### src/ddo_pkg.sv
`timescale 1ns / 1ps
`default_nettype none
// ----------------------------------------------------------------------------
// Differential drive odometry package
// Shared constants, command and status types and the arctangent table.
// ----------------------------------------------------------------------------
package ddo_pkg;

    localparam int CORDIC_STEPS = 24;
    localparam int CNT_W = 5;

    // Angles in Q3.29 radians, gain and unit in Q1.30.
    localparam logic [31:0] TWO_PI_Q29  = 32'd3373259426;
    localparam logic [31:0] PI_Q29      = 32'd1686629713;
    localparam logic [31:0] HALF_PI_Q29 = 32'd843314857;
    localparam logic [31:0] GAIN_Q30    = 32'd652032874;
    localparam logic [31:0] ONE_Q30     = 32'd1073741824;

    // Reduction starts at 2pi shifted by this amount.
    localparam logic [CNT_W-1:0] WRAP_TOP = 5'd31;
    localparam logic [CNT_W-1:0] CORDIC_LAST = CNT_W'(CORDIC_STEPS - 1);

    // Operation codes.
    localparam logic [1:0] OP_SAMPLE = 2'd0;
    localparam logic [1:0] OP_SET_X  = 2'd1;
    localparam logic [1:0] OP_SET_Y  = 2'd2;
    localparam logic [1:0] OP_SET_HD = 2'd3;

    // Register index in address bit 2.
    localparam logic REG_INV_WHEEL_BASE = 1'b0;
    localparam logic [31:0] INV_WHEEL_BASE_RST = 32'd1048576;

    // Wrap input select.
    localparam logic [1:0] WSEL_SUM     = 2'd0;
    localparam logic [1:0] WSEL_VAL     = 2'd1;
    localparam logic [1:0] WSEL_VALTERM = 2'd2;

    // Wrap result destination.
    localparam logic [1:0] WDST_SAMPLE = 2'd0;
    localparam logic [1:0] WDST_HEAD   = 2'd1;
    localparam logic [1:0] WDST_OFFSET = 2'd2;

    typedef struct packed {
        logic             latch;
        logic             term;
        logic             wload;
        logic [1:0]       wsel;
        logic             witer;
        logic             wfin;
        logic [1:0]       wdest;
        logic             cload;
        logic             citer;
        logic             cfin;
        logic             mul;
        logic             add;
        logic             setpos;
        logic             axis;
        logic             out_load;
        logic [CNT_W-1:0] idx;
    } t_cmd;

    typedef struct packed {
        logic       in_valid;
        logic [1:0] in_op;
        logic       out_free;
    } t_sts;

    function automatic logic [31:0] atan_q29(input logic [CNT_W-1:0] i);
        logic [31:0] v;
        unique case (i)
            5'd0:  v = 32'd421657428;
            5'd1:  v = 32'd248918915;
            5'd2:  v = 32'd131521918;
            5'd3:  v = 32'd66762579;
            5'd4:  v = 32'd33510843;
            5'd5:  v = 32'd16771758;
            5'd6:  v = 32'd8387925;
            5'd7:  v = 32'd4194219;
            5'd8:  v = 32'd2097141;
            5'd9:  v = 32'd1048575;
            5'd10: v = 32'd524288;
            5'd11: v = 32'd262144;
            5'd12: v = 32'd131072;
            5'd13: v = 32'd65536;
            5'd14: v = 32'd32768;
            5'd15: v = 32'd16384;
            5'd16: v = 32'd8192;
            5'd17: v = 32'd4096;
            5'd18: v = 32'd2048;
            5'd19: v = 32'd1024;
            5'd20: v = 32'd512;
            5'd21: v = 32'd256;
            5'd22: v = 32'd128;
            5'd23: v = 32'd64;
            5'd24: v = 32'd32;
            5'd25: v = 32'd16;
            5'd26: v = 32'd8;
            5'd27: v = 32'd4;
            5'd28: v = 32'd2;
            5'd29: v = 32'd1;
            default: v = 32'd0;
        endcase
        return v;
    endfunction

endpackage
`default_nettype wire

### src/ddo_ctrl.sv
`timescale 1ns / 1ps
`default_nettype none
// ----------------------------------------------------------------------------
// Odometry controller
// Sequences term, angle wrap, CORDIC and position update for a sample, and the steps of a set.
// ----------------------------------------------------------------------------
module ddo_ctrl
    import ddo_pkg::*;
(
    input  wire logic i_clk,
    input  wire logic i_rst_n,
    input  wire t_sts i_sts,
    output t_cmd      o_cmd,
    output logic      o_in_ready
);

    localparam logic [3:0] S_IDLE  = 4'd0;
    localparam logic [3:0] S_TERM  = 4'd1;
    localparam logic [3:0] S_WLOAD = 4'd2;
    localparam logic [3:0] S_WITER = 4'd3;
    localparam logic [3:0] S_WFIN  = 4'd4;
    localparam logic [3:0] S_CLOAD = 4'd5;
    localparam logic [3:0] S_CITER = 4'd6;
    localparam logic [3:0] S_CFIN  = 4'd7;
    localparam logic [3:0] S_MULX  = 4'd8;
    localparam logic [3:0] S_ADDX  = 4'd9;
    localparam logic [3:0] S_MULY  = 4'd10;
    localparam logic [3:0] S_ADDY  = 4'd11;
    localparam logic [3:0] S_SETP  = 4'd12;
    localparam logic [3:0] S_DONE  = 4'd13;

    logic [3:0]       r_state, n_state;
    logic [CNT_W-1:0] r_cnt, n_cnt;
    logic [1:0]       r_op, n_op;
    logic             r_phase, n_phase;

    always_ff @(posedge i_clk) begin
        if (!i_rst_n) begin
            r_state <= S_IDLE;
            r_cnt   <= '0;
            r_op    <= OP_SAMPLE;
            r_phase <= 1'b0;
        end else begin
            r_state <= n_state;
            r_cnt   <= n_cnt;
            r_op    <= n_op;
            r_phase <= n_phase;
        end
    end

    assign o_in_ready = (r_state == S_IDLE);

    always_comb begin
        n_state = r_state;
        n_cnt   = r_cnt;
        n_op    = r_op;
        n_phase = r_phase;
        o_cmd   = '0;
        o_cmd.idx = r_cnt;
        unique case (r_state)
            S_IDLE: begin
                if (i_sts.in_valid) begin
                    o_cmd.latch = 1'b1;
                    n_op = i_sts.in_op;
                    n_phase = 1'b0;
                    if (i_sts.in_op == OP_SAMPLE || i_sts.in_op == OP_SET_HD) begin
                        n_state = S_TERM;
                    end else begin
                        n_state = S_SETP;
                    end
                end
            end
            S_TERM: begin
                o_cmd.term = 1'b1;
                n_state = S_WLOAD;
            end
            S_WLOAD: begin
                o_cmd.wload = 1'b1;
                if (r_op == OP_SAMPLE) begin
                    o_cmd.wsel = WSEL_SUM;
                end else if (r_phase) begin
                    o_cmd.wsel = WSEL_VALTERM;
                end else begin
                    o_cmd.wsel = WSEL_VAL;
                end
                n_cnt = WRAP_TOP;
                n_state = S_WITER;
            end
            S_WITER: begin
                o_cmd.witer = 1'b1;
                if (r_cnt == '0) begin
                    n_state = S_WFIN;
                end else begin
                    n_cnt = r_cnt - 1'b1;
                end
            end
            S_WFIN: begin
                o_cmd.wfin = 1'b1;
                if (r_op == OP_SAMPLE) begin
                    o_cmd.wdest = WDST_SAMPLE;
                    n_state = S_CLOAD;
                end else if (r_phase) begin
                    o_cmd.wdest = WDST_OFFSET;
                    n_state = S_DONE;
                end else begin
                    o_cmd.wdest = WDST_HEAD;
                    n_phase = 1'b1;
                    n_state = S_WLOAD;
                end
            end
            S_CLOAD: begin
                o_cmd.cload = 1'b1;
                n_cnt = '0;
                n_state = S_CITER;
            end
            S_CITER: begin
                o_cmd.citer = 1'b1;
                if (r_cnt == CORDIC_LAST) begin
                    n_state = S_CFIN;
                end else begin
                    n_cnt = r_cnt + 1'b1;
                end
            end
            S_CFIN: begin
                o_cmd.cfin = 1'b1;
                n_state = S_MULX;
            end
            S_MULX: begin
                o_cmd.mul = 1'b1;
                n_state = S_ADDX;
            end
            S_ADDX: begin
                o_cmd.add = 1'b1;
                n_state = S_MULY;
            end
            S_MULY: begin
                o_cmd.mul = 1'b1;
                o_cmd.axis = 1'b1;
                n_state = S_ADDY;
            end
            S_ADDY: begin
                o_cmd.add = 1'b1;
                o_cmd.axis = 1'b1;
                n_state = S_DONE;
            end
            S_SETP: begin
                o_cmd.setpos = 1'b1;
                o_cmd.axis = (r_op == OP_SET_Y);
                n_state = S_DONE;
            end
            S_DONE: begin
                if (i_sts.out_free) begin
                    o_cmd.out_load = 1'b1;
                    n_state = S_IDLE;
                end
            end
            default: begin
                n_state = S_IDLE;
            end
        endcase
    end

endmodule
`default_nettype wire

### config.mk
export PLATFORM = sky130hd
export DESIGN_NAME = ddo_ctrl
export DESIGN_NICKNAME = d
export VERILOG_FILES = /design/src/ddo_pkg.sv /design/src/ddo_ctrl.sv
export SDC_FILE = /design/constraint.sdc
export NUM_CORES = 1
export LEC_CHECK = 0
export BUFFER_PORTS_ARGS = -buffer_cell sky130_fd_sc_hd__buf_2
export CORE_MARGIN = 5
export CORE_UTILIZATION = 53
export CTS_CLUSTER_SIZE = 30
export DETAILED_ROUTE_END_ITERATION = 7
export PLACE_DENSITY_LB_ADDON = 0.2
export SYNTH_ARGS = -nofsm -noshare
export SYNTH_HDL_FRONTEND = slang
export SYNTH_SLANG_ARGS = --single-unit
### constraint.sdc
create_clock -name i_clk -period 2.6 [get_ports i_clk]
set_input_delay 0.52 -clock i_clk [delete_from_list [all_inputs] [get_ports i_clk]]
set_output_delay 0.52 -clock i_clk [all_outputs]
set_load 0.005 [all_outputs]
==> results.sh <==
export IMPL_status="completed"
export IMPL_grt_ovfl_total=0
export IMPL_cts_resized=0
export IMPL_die_h_um=57.56
export IMPL_final_layout_size_suffix_gt1_frac=0.2703
export IMPL_synth_area_sq_um=1199
export IMPL_synth_area_leader_cell="dfxtp_1"
export IMPL_routed_via_density=6.169
export IMPL_mostFrequentLayoutCell="buf_2"
export IMPL_fill_cells=201
export IMPL_p_leak_nw=0.6196
export IMPL_cts_root_buf="clkbuf_4"
export IMPL_rsz0062_at_grt="false"
export IMPL_clkLatencyLatePin_ns=0.29
export IMPL_r2r_cells=9
export IMPL_grt_pass1_vias=1201
export IMPL_port_buffers=28
export IMPL_ys_top_cells_by_area="dfxtp_1, o21ai_0, nor2_1, ha_1, a21oi_1"
export IMPL_min_from="i_sts[1]"
export IMPL_syn_avg_cell_area_sq_um=7.586
export IMPL_cp_start_kind="register"
export IMPL_finalCriticalPeriod_ns=2.355
export IMPL_fp_dieArea_sq_um=3313
export IMPL_detail_route_antenna_nets=0
export IMPL_htree_levels=1
export IMPL_worstReg2RegStart="r_state[3]$_SDFFE_PN0P_"
export IMPL_ff2ff_setup_slack_ns=0.44
export IMPL_grt_usage=0.2043
export IMPL_drc=0
export IMPL_holdWs_ns=0.5169
export IMPL_hold_path_class="in2reg"
export IMPL_drt_initial_drc_count=64
export IMPL_syn_nets=168
export IMPL_antennaDiodeCount=0
export IMPL_routed_via_count=1314
export IMPL_place_ws_ns=0.5366
export IMPL_cts_buffers=3
export IMPL_holdPathStages=3
export IMPL_tns_ns=0
export IMPL_drt_first_pass_iters=4
export IMPL_fin_ws_ns=0.2449
export IMPL_wl_per_cell_um=14.87
export IMPL_min_to="r_op[0]$_SDFFE_PN0P_"
export IMPL_post_route_period_util=0.9058
export IMPL_fmax_ghz=0.4246
export IMPL_reg2reg_to="r_cnt[4]$_SDFFE_PN0P_"
export IMPL_maxCapViolCount=0
export IMPL_antenna_found_initial=0
export IMPL_maxSlewHeadroom=0.6846
export IMPL_cts_hold_buf=0
export IMPL_ir_worst_vdd_mv=0.6384
export IMPL_end_kind="output port"
export IMPL_std_cell_rows=17
export IMPL_tightest_slew_ns=0.4682
export IMPL_cts_setup_buffers=0
export IMPL_clkSinkCount=12
export IMPL_cts_tree="done"
export IMPL_grt_pass1_wl_um=5388
export IMPL_yosys_area_top_type_share=0.2004
export IMPL_start_util=0.5471
export IMPL_synth_edf_count=0
export IMPL_yosysUniqueCellTypes=50
export IMPL_yosys_warnings=0
export IMPL_drv_slew=0
export IMPL_cts_buffer_depth=2
export IMPL_arrival_ns=1.84
export IMPL_critical_path_max_fanout=13
export IMPL_syn_to_final_growth_pct=11.90
export IMPL_boundaryPins=29
export IMPL_wirelength_um=3167
export IMPL_syn_inst=158
export IMPL_die_w_um=57.56
export IMPL_nNetsFinal=196
export IMPL_layout_common_cells="buf_2, nor2_1, o21ai_0"
export IMPL_cts_clk_slew_worst_paths_ns=0.09
export IMPL_hpwl_um=2381
export IMPL_synth_seq_cells=12
export IMPL_crit_type="reg2out"
export IMPL_setup_viol=0
export IMPL_fin_util=0.6122
export IMPL_finalHoldViolations=0
export IMPL_place_gp_congestion=0.9044
export IMPL_synth_ff_type="dfxtp_1"
export IMPL_grt_start_max_net_pins=21
export IMPL_critPathRequiredTime_ns=2.08
export IMPL_core_region_area_sq_um=2191
export IMPL_skew_ns=0.0005093
export IMPL_synth_async_sr_flop_share=0
export IMPL_p_per_area_nw_per_um2=1148
export IMPL_yosysSeqAreaShare=0.2004
Yosys cell counts (all sizes together) (2+ instances only):
cell type,count
nor2,16
o21ai,16
dfxtp,12
nand2,12
inv,11
a21oi,9
nand3,6
nor2b,6
nor3,6
buf,5
clkbuf,4
ha,4
o211ai,4
a31oi,3
and2,3
mux2i,3
o21a,3
o311ai,3
a211o,2
and2b,2
nand2b,2
o21bai,2
o221ai,2
o22ai,2
or2,2
or4,2
logic make-up after synthesis:
logic type | after synthesis | synth area share
simple gates | 63 | 0.2860
compound gates | 53 | 0.3090
buf+inv | 21 | 0.1232
flops | 12 | 0.2004
fa+ha+maj | 4 | 0.04176
mux | 3 | 0.02505
xor+xnor | 2 | 0.01462
critical path, cell delays in order (launching register included):
cell and delay [ns]:
dfxtp_1 0.32, buf_4 0.18, or2_2 0.35, nor3_1 0.30
nand2_1 0.21, inv_1 0.08, buf_2 0.11
per-layer routing:
metal / global-route usage / up-vias / share of wire
met3: 0.05430 / 5 / 0.10
li1: - / 630 / -
met1: 0.2574 / 601 / 0.41
met2: 0.3274 / 78 / 0.47
met5: 0 / - / 0
met4: 0.08278 / 0 / 0.013
registers in the layout (all words and copies together), names as in the netlist:
| signal | cells |
|---|---|
| r_cnt | 5 |
| r_phase | 1 |
| r_op | 2 |
| r_state | 4 |
where the power goes:
group,leakage (nW),internal (mW),switching [mW]
Combinational,0.500,0.436,0.602
Clock,0.0210,0.0854,0.0762
Sequential,0.0989,0.253,0.0873
Total,0.620,0.774,0.766
area by class of cell:
class | instances | area, sq um | area share
Tap cell | 28 | 35.03 | 0.02612
Multi-Input combinational cell | 125 | 810.8 | 0.6045
Inverter | 11 | 41.29 | 0.03078
Timing Repair Buffer | 33 | 177.7 | 0.1325
Sequential cell | 12 | 240.2 | 0.1791
Clock buffer | 4 | 36.28 | 0.02705
through the flow:
step                      instances  power (mW)  cell area, sq um
after floorplan                 158       1.147              1199
after global placement          209       1.341              1305
after detailed placement        209       1.367              1305
after CTS                       213       1.531              1341
after global routing            213       1.682              1341
final                           213       1.540              1341
worst max path at each step:
stage	from	slack, ns	endpoint
after floorplan	r_state[3]$_SDFFE_PN0P_	0.72	r_cnt[4]$_SDFFE_PN0P_
after global placement	r_state[1]$_SDFFE_PN0P_	0.65	o_cmd[21]
after detailed placement	r_state[3]$_SDFFE_PN0P_	0.54	r_cnt[4]$_SDFFE_PN0P_
after CTS	r_state[1]$_SDFFE_PN0P_	0.25	o_cmd[21]
after global routing	r_state[1]$_SDFFE_PN0P_	0.13	o_cmd[21]
final	r_state[1]$_SDFFE_PN0P_	0.24	o_cmd[21]
Note: power is estimated with default switching activity, not from simulation.
